### src/hw/rtl/aef_pkg.sv
// Shared types and constants for the encoder frame unwrap block.
`timescale 1ns / 1ps

package aef_pkg;

  localparam int unsigned CfgIdxW  = 2;
  localparam int unsigned CfgDataW = 16;
  localparam int unsigned PosW     = 14;
  localparam int unsigned StepW    = 15;
  localparam int unsigned OffsW    = 17;
  localparam int unsigned HomeW    = 15;
  localparam int unsigned RateW    = 16;
  localparam int unsigned TotalW   = 32;
  localparam int unsigned SpeedW   = 30;
  localparam int unsigned ErrW     = 16;

  localparam logic [1:0] CheckSeed = 2'h3;

  typedef enum logic [CfgIdxW-1:0] {
    REG_RES14   = 2'd0,
    REG_REVERSE = 2'd1,
    REG_HOME    = 2'd2,
    REG_RATE    = 2'd3
  } cfg_idx_e;

  typedef enum logic [1:0] {
    KIND_POS   = 2'd0,
    KIND_BAD   = 2'd1,
    KIND_CLEAR = 2'd2
  } kind_e;

  typedef struct packed {
    logic                    res14;
    logic                    reverse;
    logic signed [HomeW-1:0] home;
    logic [RateW-1:0]        rate;
  } cfg_t;

  // one classified beat waiting for the back end
  typedef struct packed {
    kind_e                   kind;
    logic [PosW-1:0]         pos;
    logic signed [StepW-1:0] step;
  } entry_t;

  typedef struct packed {
    logic full;
    logic empty;
  } fifo_status_t;

endpackage

### src/hw/rtl/absolute_encoder_frame_unwrap.sv
// Top level: configuration registers, front end, queue and back end.
//
//  channel | direction | handshake               | payload
//  in      | input     | in_valid_i / in_ready_o  | cmd, frame_low, frame_high
//  out     | output    | out_valid_o / out_ready_i | check_ok .. error_count
//  cfg     | input     | cfg_valid_i / cfg_ready_o | cfg_index_i, cfg_data_i
//
// One frame per cycle while the queue is not full; a result passes through the
// queue write, then the output register. The step against the previous offset
// is resolved in the front end in the accepting cycle; total, error count and
// speed product are formed at queue pop. Reset zeroes cfg and all state but
// queue storage and the check, step and speed registers. A stalled output
// holds its beat while up to two more frames are queued; cfg is always ready.
`timescale 1ns / 1ps

module absolute_encoder_frame_unwrap (
  input  logic                                clk_i,
  input  logic                                rst_ni,
  input  logic                                in_valid_i,
  output logic                                in_ready_o,
  input  logic                                cmd_i,
  input  logic [7:0]                          frame_low_i,
  input  logic [7:0]                          frame_high_i,
  output logic                                out_valid_o,
  input  logic                                out_ready_i,
  output logic                                check_ok_o,
  output logic [aef_pkg::PosW-1:0]            position_count_o,
  output logic signed [aef_pkg::StepW-1:0]    step_count_o,
  output logic signed [aef_pkg::TotalW-1:0]   total_count_o,
  output logic signed [aef_pkg::SpeedW-1:0]   speed_counts_o,
  output logic [aef_pkg::ErrW-1:0]            error_count_o,
  input  logic                                cfg_valid_i,
  output logic                                cfg_ready_o,
  input  logic [aef_pkg::CfgIdxW-1:0]         cfg_index_i,
  input  logic [aef_pkg::CfgDataW-1:0]        cfg_data_i
);
  import aef_pkg::*;

  cfg_t         cfg_q, cfg_d;
  entry_t       front_entry;
  entry_t       back_entry;
  fifo_status_t fifo_status;
  logic         in_accept;
  logic         pop;

  assign cfg_ready_o = 1'b1;
  assign in_ready_o  = !fifo_status.full;
  assign in_accept   = in_valid_i && in_ready_o;

  always_comb begin
    cfg_d = cfg_q;
    if (cfg_valid_i) begin
      case (cfg_idx_e'(cfg_index_i))
        REG_RES14:   cfg_d.res14   = cfg_data_i[0];
        REG_REVERSE: cfg_d.reverse = cfg_data_i[0];
        REG_HOME:    cfg_d.home    = $signed(cfg_data_i[HomeW-1:0]);
        REG_RATE:    cfg_d.rate    = cfg_data_i[RateW-1:0];
        default:     cfg_d = cfg_q;
      endcase
    end
  end

  always_ff @(posedge clk_i or negedge rst_ni) begin
    if (!rst_ni) begin
      cfg_q <= '0;
    end else begin
      cfg_q <= cfg_d;
    end
  end

  aef_front u_front (
    .clk_i        (clk_i),
    .rst_ni       (rst_ni),
    .cfg_i        (cfg_q),
    .accept_i     (in_accept),
    .cmd_i        (cmd_i),
    .frame_low_i  (frame_low_i),
    .frame_high_i (frame_high_i),
    .entry_o      (front_entry)
  );

  aef_fifo u_fifo (
    .clk_i       (clk_i),
    .rst_ni      (rst_ni),
    .push_i      (in_accept),
    .push_data_i (front_entry),
    .pop_i       (pop),
    .pop_data_o  (back_entry),
    .status_o    (fifo_status)
  );

  aef_back u_back (
    .clk_i            (clk_i),
    .rst_ni           (rst_ni),
    .cfg_i            (cfg_q),
    .avail_i          (!fifo_status.empty),
    .entry_i          (back_entry),
    .pop_o            (pop),
    .out_valid_o      (out_valid_o),
    .out_ready_i      (out_ready_i),
    .check_ok_o       (check_ok_o),
    .position_count_o (position_count_o),
    .step_count_o     (step_count_o),
    .total_count_o    (total_count_o),
    .speed_counts_o   (speed_counts_o),
    .error_count_o    (error_count_o)
  );

endmodule

### src/hw/rtl/aef_front.sv
// Front end: check bits, position masking, offset and wrapped step.
`timescale 1ns / 1ps

module aef_front (
  input  logic                 clk_i,
  input  logic                 rst_ni,
  input  aef_pkg::cfg_t        cfg_i,
  input  logic                 accept_i,
  input  logic                 cmd_i,
  input  logic [7:0]           frame_low_i,
  input  logic [7:0]           frame_high_i,
  output aef_pkg::entry_t      entry_o
);
  import aef_pkg::*;

  logic [15:0]              word;
  logic [1:0]               check;
  logic                     good;
  logic [PosW-1:0]          pos;
  logic signed [OffsW-1:0]  offs_raw;
  logic signed [OffsW-1:0]  offs;
  logic signed [OffsW:0]    diff;
  logic [PosW-1:0]          r;
  logic [PosW-1:0]          half;
  logic [StepW:0]           cpr;
  logic signed [StepW-1:0]  step;
  logic signed [OffsW-1:0]  prev_q;
  logic signed [OffsW-1:0]  prev_d;

  assign word  = {frame_high_i, frame_low_i};
  assign check = CheckSeed ^ word[1:0] ^ word[3:2] ^ word[5:4] ^ word[7:6]
               ^ word[9:8] ^ word[11:10] ^ word[13:12];
  assign good  = (check == word[15:14]);

  always_comb begin
    pos      = cfg_i.res14 ? word[PosW-1:0] : {2'b00, word[11:0]};
    offs_raw = $signed({3'b000, pos}) - OffsW'(cfg_i.home);
    offs     = cfg_i.reverse ? -offs_raw : offs_raw;
    diff     = (OffsW+1)'(offs) - (OffsW+1)'(prev_q);
    r        = cfg_i.res14 ? diff[PosW-1:0] : {2'b00, diff[11:0]};
    half     = cfg_i.res14 ? PosW'(8192) : PosW'(2048);
    cpr      = cfg_i.res14 ? (StepW+1)'(16384) : (StepW+1)'(4096);
    if (r > half) begin
      step = StepW'({2'b00, r} - cpr);
    end else if (r == half && diff[OffsW]) begin
      step = -$signed({1'b0, half});
    end else begin
      step = $signed({1'b0, r});
    end
  end

  always_comb begin
    entry_o.pos  = pos;
    entry_o.step = '0;
    if (cmd_i) begin
      entry_o.kind = KIND_CLEAR;
    end else if (!good) begin
      entry_o.kind = KIND_BAD;
    end else begin
      entry_o.kind = KIND_POS;
      entry_o.step = step;
    end
  end

  assign prev_d = (accept_i && !cmd_i && good) ? offs : prev_q;

  always_ff @(posedge clk_i or negedge rst_ni) begin
    if (!rst_ni) begin
      prev_q <= '0;
    end else begin
      prev_q <= prev_d;
    end
  end

endmodule

### src/hw/rtl/aef_fifo.sv
// Two-entry queue between front and back end.
`timescale 1ns / 1ps

module aef_fifo (
  input  logic                  clk_i,
  input  logic                  rst_ni,
  input  logic                  push_i,
  input  aef_pkg::entry_t       push_data_i,
  input  logic                  pop_i,
  output aef_pkg::entry_t       pop_data_o,
  output aef_pkg::fifo_status_t status_o
);
  import aef_pkg::*;

  entry_t     mem_q [2];
  logic       wptr_q, wptr_d;
  logic       rptr_q, rptr_d;
  logic [1:0] count_q, count_d;

  assign status_o.full  = (count_q == 2'd2);
  assign status_o.empty = (count_q == 2'd0);
  assign pop_data_o     = mem_q[rptr_q];

  always_comb begin
    wptr_d  = push_i ? ~wptr_q : wptr_q;
    rptr_d  = pop_i ? ~rptr_q : rptr_q;
    count_d = count_q + 2'(push_i) - 2'(pop_i);
  end

  always_ff @(posedge clk_i or negedge rst_ni) begin
    if (!rst_ni) begin
      wptr_q  <= 1'b0;
      rptr_q  <= 1'b0;
      count_q <= '0;
    end else begin
      wptr_q  <= wptr_d;
      rptr_q  <= rptr_d;
      count_q <= count_d;
    end
  end

  always_ff @(posedge clk_i) begin
    if (push_i) begin
      mem_q[wptr_q] <= push_data_i;
    end
  end

endmodule

### src/hw/rtl/aef_back.sv
// Back end: running total, error count, speed and the output register.
`timescale 1ns / 1ps

module aef_back (
  input  logic                                clk_i,
  input  logic                                rst_ni,
  input  aef_pkg::cfg_t                       cfg_i,
  input  logic                                avail_i,
  input  aef_pkg::entry_t                     entry_i,
  output logic                                pop_o,
  output logic                                out_valid_o,
  input  logic                                out_ready_i,
  output logic                                check_ok_o,
  output logic [aef_pkg::PosW-1:0]            position_count_o,
  output logic signed [aef_pkg::StepW-1:0]    step_count_o,
  output logic signed [aef_pkg::TotalW-1:0]   total_count_o,
  output logic signed [aef_pkg::SpeedW-1:0]   speed_counts_o,
  output logic [aef_pkg::ErrW-1:0]            error_count_o
);
  import aef_pkg::*;

  logic                     valid_q, valid_d;
  logic [PosW-1:0]          last_pos_q, last_pos_d;
  logic [TotalW-1:0]        total_q, total_d;
  logic [ErrW-1:0]          err_q, err_d;
  logic                     ok_q, ok_d;
  logic signed [StepW-1:0]  step_q;
  logic signed [SpeedW-1:0] speed_q;
  logic signed [31:0]       product;

  assign pop_o   = avail_i && (!valid_q || out_ready_i);
  assign product = 32'(entry_i.step) * $signed({1'b0, cfg_i.rate});

  always_comb begin
    last_pos_d = last_pos_q;
    total_d    = total_q;
    err_d      = err_q;
    ok_d       = 1'b0;
    case (entry_i.kind)
      KIND_POS: begin
        ok_d       = 1'b1;
        last_pos_d = entry_i.pos;
        total_d    = total_q + TotalW'(entry_i.step);
      end
      KIND_BAD: begin
        err_d = err_q + 1'b1;
      end
      KIND_CLEAR: begin
        total_d = '0;
      end
      default: begin
        ok_d = 1'b0;
      end
    endcase
    if (pop_o) begin
      valid_d = 1'b1;
    end else if (out_ready_i) begin
      valid_d = 1'b0;
    end else begin
      valid_d = valid_q;
    end
  end

  always_ff @(posedge clk_i or negedge rst_ni) begin
    if (!rst_ni) begin
      valid_q    <= 1'b0;
      last_pos_q <= '0;
      total_q    <= '0;
      err_q      <= '0;
    end else begin
      valid_q <= valid_d;
      if (pop_o) begin
        last_pos_q <= last_pos_d;
        total_q    <= total_d;
        err_q      <= err_d;
      end
    end
  end

  always_ff @(posedge clk_i) begin
    if (pop_o) begin
      ok_q    <= ok_d;
      step_q  <= entry_i.step;
      speed_q <= product[SpeedW-1:0];
    end
  end

  assign out_valid_o      = valid_q;
  assign check_ok_o       = ok_q;
  assign position_count_o = last_pos_q;
  assign step_count_o     = step_q;
  assign total_count_o    = total_q;
  assign speed_counts_o   = speed_q;
  assign error_count_o    = err_q;

endmodule

### config.mk
export PLATFORM = sky130hd
export DESIGN_NAME = absolute_encoder_frame_unwrap
export DESIGN_NICKNAME = d
export VERILOG_FILES = /design/src/hw/rtl/aef_pkg.sv /design/src/hw/rtl/absolute_encoder_frame_unwrap.sv /design/src/hw/rtl/aef_front.sv /design/src/hw/rtl/aef_fifo.sv /design/src/hw/rtl/aef_back.sv
export SDC_FILE = /design/constraint.sdc
export NUM_CORES = 1
export LEC_CHECK = 0
export BUFFER_PORTS_ARGS = -buffer_cell sky130_fd_sc_hd__buf_2
export CAP_MARGIN = 30
export CORE_ASPECT_RATIO = 1.4
export CORE_UTILIZATION = 49
export CTS_CLUSTER_SIZE = 20
export DETAILED_ROUTE_END_ITERATION = 10
export GPL_TIMING_DRIVEN = 0
export PLACE_DENSITY = 0.67
export SLEW_MARGIN = 10
export SYNTH_ARGS = -nofsm -noshare
export SYNTH_HDL_FRONTEND = slang
export SYNTH_HIERARCHICAL = 1
export SYNTH_SLANG_ARGS = --single-unit
### constraint.sdc
create_clock -name clk_i -period 21.5 [get_ports clk_i]
set_input_delay 4.3 -clock clk_i [delete_from_list [all_inputs] [get_ports clk_i]]
set_output_delay 4.3 -clock clk_i [all_outputs]
set_load 0.05 [all_outputs]
==> results by group, run 1 <==
Placed design
  – Pre-CTS worst setup slack: 11600 ps
  – Buffers on Ports: 149
  – GPL Wtd Cong: 0.913
  – Post-detail-place hpwl: 41.1 mm

GRT
  – GRT overflow: 0
  – Largest net degree at the start of global routing: 81
  – First-pass GRT wire length: 81.4 mm
  – GRT Util Overall: 24.4%
  – Vias in the first global route: 15800
  – Number of antenna violations at the first check in global routing: 2

Synthesis
  – Yosys cell types: 93
  – Post-Synthesis Cell Area: 0.0204 mm^2
  – Synth warnings: 6
  – Synth top area share: 18.0%
  – Cell taking the most area after synthesis: fa_1
  – Top post-synthesis cells by area: fa_1, edfxtp_1, dfrtp_1, ha_1, inv_1
  – Post-synthesis sequential area ratio: 30.2%
  – EDFF count, synth: 108
  – Synth Flop Type: dfrtp_1
  – Async SR Flop Fraction: 52.0%
  – Synth Register Bits: 225
  – Synth Net Count: 2371
  – Cells after Synth: 1977
  – Synth Area per Inst: 10.3 um^2

Detailed routing
  – Post-route met1 wirelength: 19.5 mm
  – Drt drc: 0
  – Final WL: 50.8 mm
  – Initial DRC count: 628
  – First-pass detailed-route iteration total: 7
  – WL per Instance: 18.7 um
  – Via count: 14800
  – Met2 Wirelength: 27.2 mm
  – Drt via density: 5.46
  – Top sig layer: met4
  – DRT antenna net count: 0
  – WL met3: 1.86 mm

Clock network
  – CTS HTree Levels: 1
  – CTS root buf: clkbuf_16
  – Post-CTS Resized: 0
  – CTS tree: built
  – Clock Latency Late Sink: 540 ps
  – CTS clk-pin slew, worst paths: 60 ps
  – Clock sink total: 225
  – Number of buffers created by CTS: 25
  – Hold_buf cts: 0
  – # Post-CTS Setup Buffers: 0
  – Clock Tree Buf Depth: 3

Die
  – Initial Utilization: 49.6%
  – Ports: 151
  – Die H: 243 um
  – Core Area: 0.0412 mm^2
  – Num rows: 88
  – Chip width: 174 um
  – Die area: 0.0425 mm^2

Hold path
  – Hold WC Path Type: reg2reg

Run status
  – Status: complete, no violations

Setup path
  – R2r startpoint: u_fifo/rptr_q
  – CP endpoint: u_fifo/mem_q[0][13]
  – WP data arrival: 9720 ps
  – Worst-path maximum fanout: 5
  – Crit path capture type: register
  – Reg2reg path depth: 21
  – Data required, critical path: 21840 ps
  – RR Endpoint: u_back/speed_counts_o[26]
  – WS Path Type: in2reg
  – Startpoint types: input pin
  – Crit. Startpoint: frame_low_i[0]
  – Reg2reg setup slack: 13960 ps

STA
  – Worst slew pin tran: 893 ps
  – Max frequency: 107 MHz
  – Final Skew: 8.82 ps
  – Slew Limit Fails: 0
  – Setup violators final: 0
  – TNS Setup: 0 ps
  – Slack of the critical path: 12110 ps
  – Shortest period the worst path allows: 9390 ps
  – Period utilization: 43.7%
  – Final hold viol count: 0
  – Relative slew margins: 38.9%
  – RSZ-0062 raised after global routing: no

Cells and area
  – Synth-to-Final Area Change: 11.8%
  – Final net count: 2552
  – Share of layout cells above drive strength 1: 15.5%

Job
  – Max Cap Viol: 0
-- state kept, by name, indices dropped and copies added (netlist names), 2 cells and up --
register,cells
cfg_q,33
u_back/error_count_o,16
u_back/position_count_o,14
u_back/speed_counts_o,30
u_back/step_count_o,15
u_back/total_count_o,32
u_fifo/count_q,2
u_fifo/mem_q,62
u_front/prev_q,17
-- worst min path at each step --
stage	slack (ps)	endpoint	cells after the start	start
2_1_floorplan	460	u_fifo/wptr_q	1	u_fifo/wptr_q
3_5_place_dp	470	u_back/error_count_o[15]	1	u_back/error_count_o[15]
3_3_place_gp	460	u_back/error_count_o[15]	1	u_back/error_count_o[15]
6_report	470	u_back/error_count_o[15]	1	u_back/error_count_o[15]
4_1_cts	480	u_back/error_count_o[15]	1	u_back/error_count_o[15]
5_1_grt	500	u_back/error_count_o[14]	1	u_back/error_count_o[14]
-- Yosys cell counts (10+ instances only) --
cell type,n
inv_1,282
nand2_1,203
fa_1,184
ha_1,170
dfrtp_1,117
and2_1,116
edfxtp_1,108
xnor2_1,81
nor2_1,80
a21oi_1,70
clkbuf_1,50
mux2_2,47
o21ai_0,43
mux2_4,39
xor2_1,34
nand3_1,28
a21o_1,26
nand2b_1,22
a22o_1,21
o31ai_1,16
nor2b_1,15
buf_4,14
nand4_1,13
o21ai_1,13
a31oi_1,12
nor3_1,11
o211ai_1,11
o21bai_1,11
o21a_1,10
-- routing by layer --
metal  vias up  global-route usage, %
met5         -                      0
met4         0                   11.1
met3       110                   2.61
met2       382                   46.6
met1      7376                   26.7
li1       6969                      -
-- worst max-delay path, stage by stage --
cell	delay (ps)
buf_2	120
inv_1	90
ha_1	230
fa_1	450
nor2b_4	160
o21a_1	130
nor2_2	40
xnor2_1	180
or4_4	580
nand2_1	100
xnor2_1	140
ha_1	320
a2111o_1	410
o21ai_0	270
o21ai_0	220
a31oi_1	240
xor2_1	110
ha_1	330
nand4b_1	90
nor3_1	340
nand2_1	120
nor3_2	250
nand2_1	140
a311oi_1	340
-- cells in the final DEF (no fill, tap or decap), drive strengths merged, types with 5 or more instances in the layout --
master / instances
xnor2: 82
a21oi: 73
and2: 116
edfxtp: 108
nor2: 81
o41ai: 6
a22o: 21
and3: 9
nor4: 5
ha: 170
nand3: 29
xor2: 34
nor3: 12
nand2b: 22
fa: 184
o21bai: 11
nand2: 204
o21ai: 56
a311oi: 6
o21a: 10
nand4: 13
o211ai: 12
nor2b: 16
clkbuf: 84
mux2: 86
or2: 5
buf: 181
dfrtp: 117
a211oi: 7
a31oi: 13
o31ai: 16
inv: 283
a21o: 27
-- logic make-up after synthesis --
family / Yosys count / share of synthesized area, %
xor+xnor: 117 / 5.13
buf+inv: 359 / 7.23
mux: 86 / 5.46
other cells: 1 / 0.0184
compound gates: 298 / 10.3
fa+ha+maj: 354 / 28.5
flops: 225 / 30.2
simple gates: 537 / 13.2
-- area by class of cell --
cell class                      instances  area (um^2)
Antenna cell                            2         5.00
Inverter                              282         1060
Fill cell                            3685        18400
Timing Repair Buffer                  154          855
Clock buffer                           34          732
Clock inverter                         10          138
Sequential cell                       225         6170
Multi-Input combinational cell       1393        12800
Tap cell                              540          676
Buffer                                 77          418
-- per-stage QoR --
stage,hold WS [ps],utilization (%),std cells,instance area [um^2]
6_report,475,55.4,2717,22800
5_1_grt,503,55.4,2717,22800
4_1_cts,483,55.4,2715,22800
3_5_place_dp,475,53.3,2671,21900
3_3_place_gp,456,53.0,2666,21800
2_1_floorplan,455,-,1977,20400
Power of run 1 is not shown: default switching activity piles up to over one toggle a cycle in this logic, so the estimate is an artifact.
==> inputs of run 2 (changes only) <==
--- a/config.mk
+++ b/config.mk
@@ -12,7 +12,7 @@
 export CTS_CLUSTER_SIZE = 20
 export DETAILED_ROUTE_END_ITERATION = 10
 export GPL_TIMING_DRIVEN = 0
-export PLACE_DENSITY = 0.67
+export PLACE_DENSITY = 0.7
 export SLEW_MARGIN = 10
 export SYNTH_ARGS = -nofsm -noshare
 export SYNTH_HDL_FRONTEND = slang
==> constraint.sdc (replaced) <==
create_clock -name clk_i -period 7.7 [get_ports clk_i]
set_input_delay 1.54 -clock clk_i [delete_from_list [all_inputs] [get_ports clk_i]]
set_output_delay 1.54 -clock clk_i [all_outputs]
set_load 0.05 [all_outputs]
==> results by group, run 2 (synthesized netlist as in run 1, its figures left out) <==
GRT
  – Vias in the first global route: 15700 (-0.97%)
  – Number of antenna violations at the first check in global routing: 0 (-2)
  – GRT overflow: 0 (unchanged)
  – Largest net degree at the start of global routing: 74 (-8.6%)
  – GRT Util Overall: 23.9% (-0.55 points)
  – First-pass GRT wire length: 79.8 mm (-2.0%)

Cells and area
  – Most common cell after layout, fill and taps aside: inv_1
  – Share of layout cells above drive strength 1: 15.7% (+0.19 points)
  – Ant. Diodes: 0 (-2)
  – Post-layout util: 55.3% (-0.097 points)
  – Largest Register: u_fifo/mem_q
  – Synth-to-Final Area Change: 11.6%
  – Max reg flops: 62 (unchanged)
  – Final net count: 2549 (-0.12%)
  – Most frequent cells in the layout: inv_1, nand2_1, fa_1

Setup path
  – Data required, critical path: 7980 ps (-13860 ps)
  – WS Path Type: reg2reg
  – CP most frequent cell: fa_1
  – CP max-delay cell: fa_1
  – Startpoint types: register
  – Crit-path leading delay family: adder cells
  – Worst-path maximum fanout: 10 (+5)
  – Max incr delay on CP: 530 ps (-50 ps)
  – Crit path capture type: register
  – WP buf/inv: 8 (+6)
  – WP data arrival: 7640 ps (-2080 ps)

STA
  – Slack of the critical path: 339 ps (-11770 ps)
  – Shortest period the worst path allows: 7360 ps
  – Max frequency: 136 MHz
  – Period utilization: 95.6%
  – Final hold viol count: 0 (unchanged)
  – RSZ-0062 raised after global routing: no
  – Slew Limit Fails: 0 (unchanged)
  – TNS Setup: 0 ps (unchanged)
  – Setup violators final: 0 (unchanged)
  – Final Skew: 10.7 ps (+1.89 ps)
  – Relative slew margins: 44.8% (+5.9 points)
  – Worst slew pin tran: 807 ps (-85.5 ps)

Placed design
  – Post-detail-place hpwl: 40.5 mm (-1.5%)
  – Buffers on Ports: 149 (unchanged)
  – GPL Wtd Cong: 0.927 (+1.5%)
  – Pre-CTS worst setup slack: 78.5 ps (-11520 ps)

Clock network
  – Clock sink total: 225 (unchanged)
  – CTS clk-pin slew, worst paths: 60 ps (about the same)
  – Clock Tree Buf Depth: 3 (unchanged)
  – CTS HTree Levels: 1 (unchanged)
  – CTS root buf: clkbuf_16
  – CTS tree: built
  – # Post-CTS Setup Buffers: 0 (unchanged)
  – Clock Latency Late Sink: 550 ps (about the same)
  – Number of buffers created by CTS: 25 (unchanged)

Die
  – Chip width: 174 um (unchanged)
  – Ports: 151 (unchanged)
  – Die area: 0.0425 mm^2 (unchanged)
  – Die H: 243 um (unchanged)
  – Num rows: 88 (unchanged)
  – Core Area: 0.0412 mm^2 (unchanged)
  – Initial Utilization: 49.6% (unchanged)

Detailed routing
  – Met2 Wirelength: 26.8 mm (-1.3%)
  – WL met3: 2.22 mm (+20%)
  – Via count: 14900 (+0.73%)
  – DRT antenna net count: 0 (unchanged)
  – Drt drc: 0 (unchanged)
  – WL per Instance: 18.5 um (-1.2%)
  – Drt via density: 5.51 (+0.85%)
  – Top sig layer: met4
  – Final WL: 50.1 mm (-1.3%)
  – Post-route met1 wirelength: 18.9 mm (-3.2%)
  – Initial DRC count: 880 (+40%)
  – First-pass detailed-route iteration total: 6 (-1)

Hold path
  – Hold WC Path Type: reg2reg

Job
  – Max Cap Viol: 0 (unchanged)

Run status
  – Status: complete, no violations
==> run 2: cell types whose count changed in the layout (fill, tap and decap cells not counted), sizes merged <==
cell,before,now
clkinv,3,6
clkbuf,84,82
clkinvlp,3,1
diode,2,0
inv,283,285
buf,181,180
bufinv,3,2
==> run 2: layer usage <==
metal | global-route usage, % | up-vias
met3 | 2.70 | 112
met5 | 0 | -
met2 | 45.1 | 453
li1 | - | 6935
met4 | 11.2 | 0
met1 | 26.3 | 7446
==> run 2: repair_timing <==
| item | CTS | global route |
|---|---|---|
| gates resized for setup | 0 | 6 |
| hold buffers | 0 | 0 |
| setup endpoints to repair | 0 | 6 |
| hold endpoints to repair | 0 | 0 |
==> run 2: per-stage QoR <==
step / cells / instance area (um^2) / hold WS, ps
floorplan: 1977 / 20400 / 455
global placement: 2666 / 21800 / 458
detailed placement: 2670 / 21900 / 477
CTS: 2716 / 22800 / 489
global route: 2714 / 22800 / 509
finish: 2714 / 22800 / 484
==> run 2: final timing paths <==
check / start / endpoint / slack (ps) / depth (start not counted)
worst max-delay path: u_fifo/rptr_q / u_back/speed_counts_o[26] / 340 / 25
worst min-delay path: u_back/error_count_o[15] / u_back/error_count_o[15] / 480 / 1
worst max register to register: u_fifo/rptr_q / u_back/speed_counts_o[26] / 340 / 25
worst min register to register: u_back/error_count_o[15] / u_back/error_count_o[15] / 480 / 1
max in group asynchronous: rst_ni / u_back/total_count_o[6] / 6060 / 2
min in group asynchronous: rst_ni / u_back/position_count_o[6] / 910 / 1
==> run 2: cell type report <==
cell class / instances / area (um^2)
fillers: 3662 / 18400
multi-input cells: 1393 / 12800
flip-flops and latches: 225 / 6170
inverters: 282 / 1060
repair buffers: 153 / 835
clock buffers: 34 / 721
well taps: 540 / 676
plain buffers: 75 / 413
clock inverters: 12 / 128
Power of run 2 is left out for the same reason.
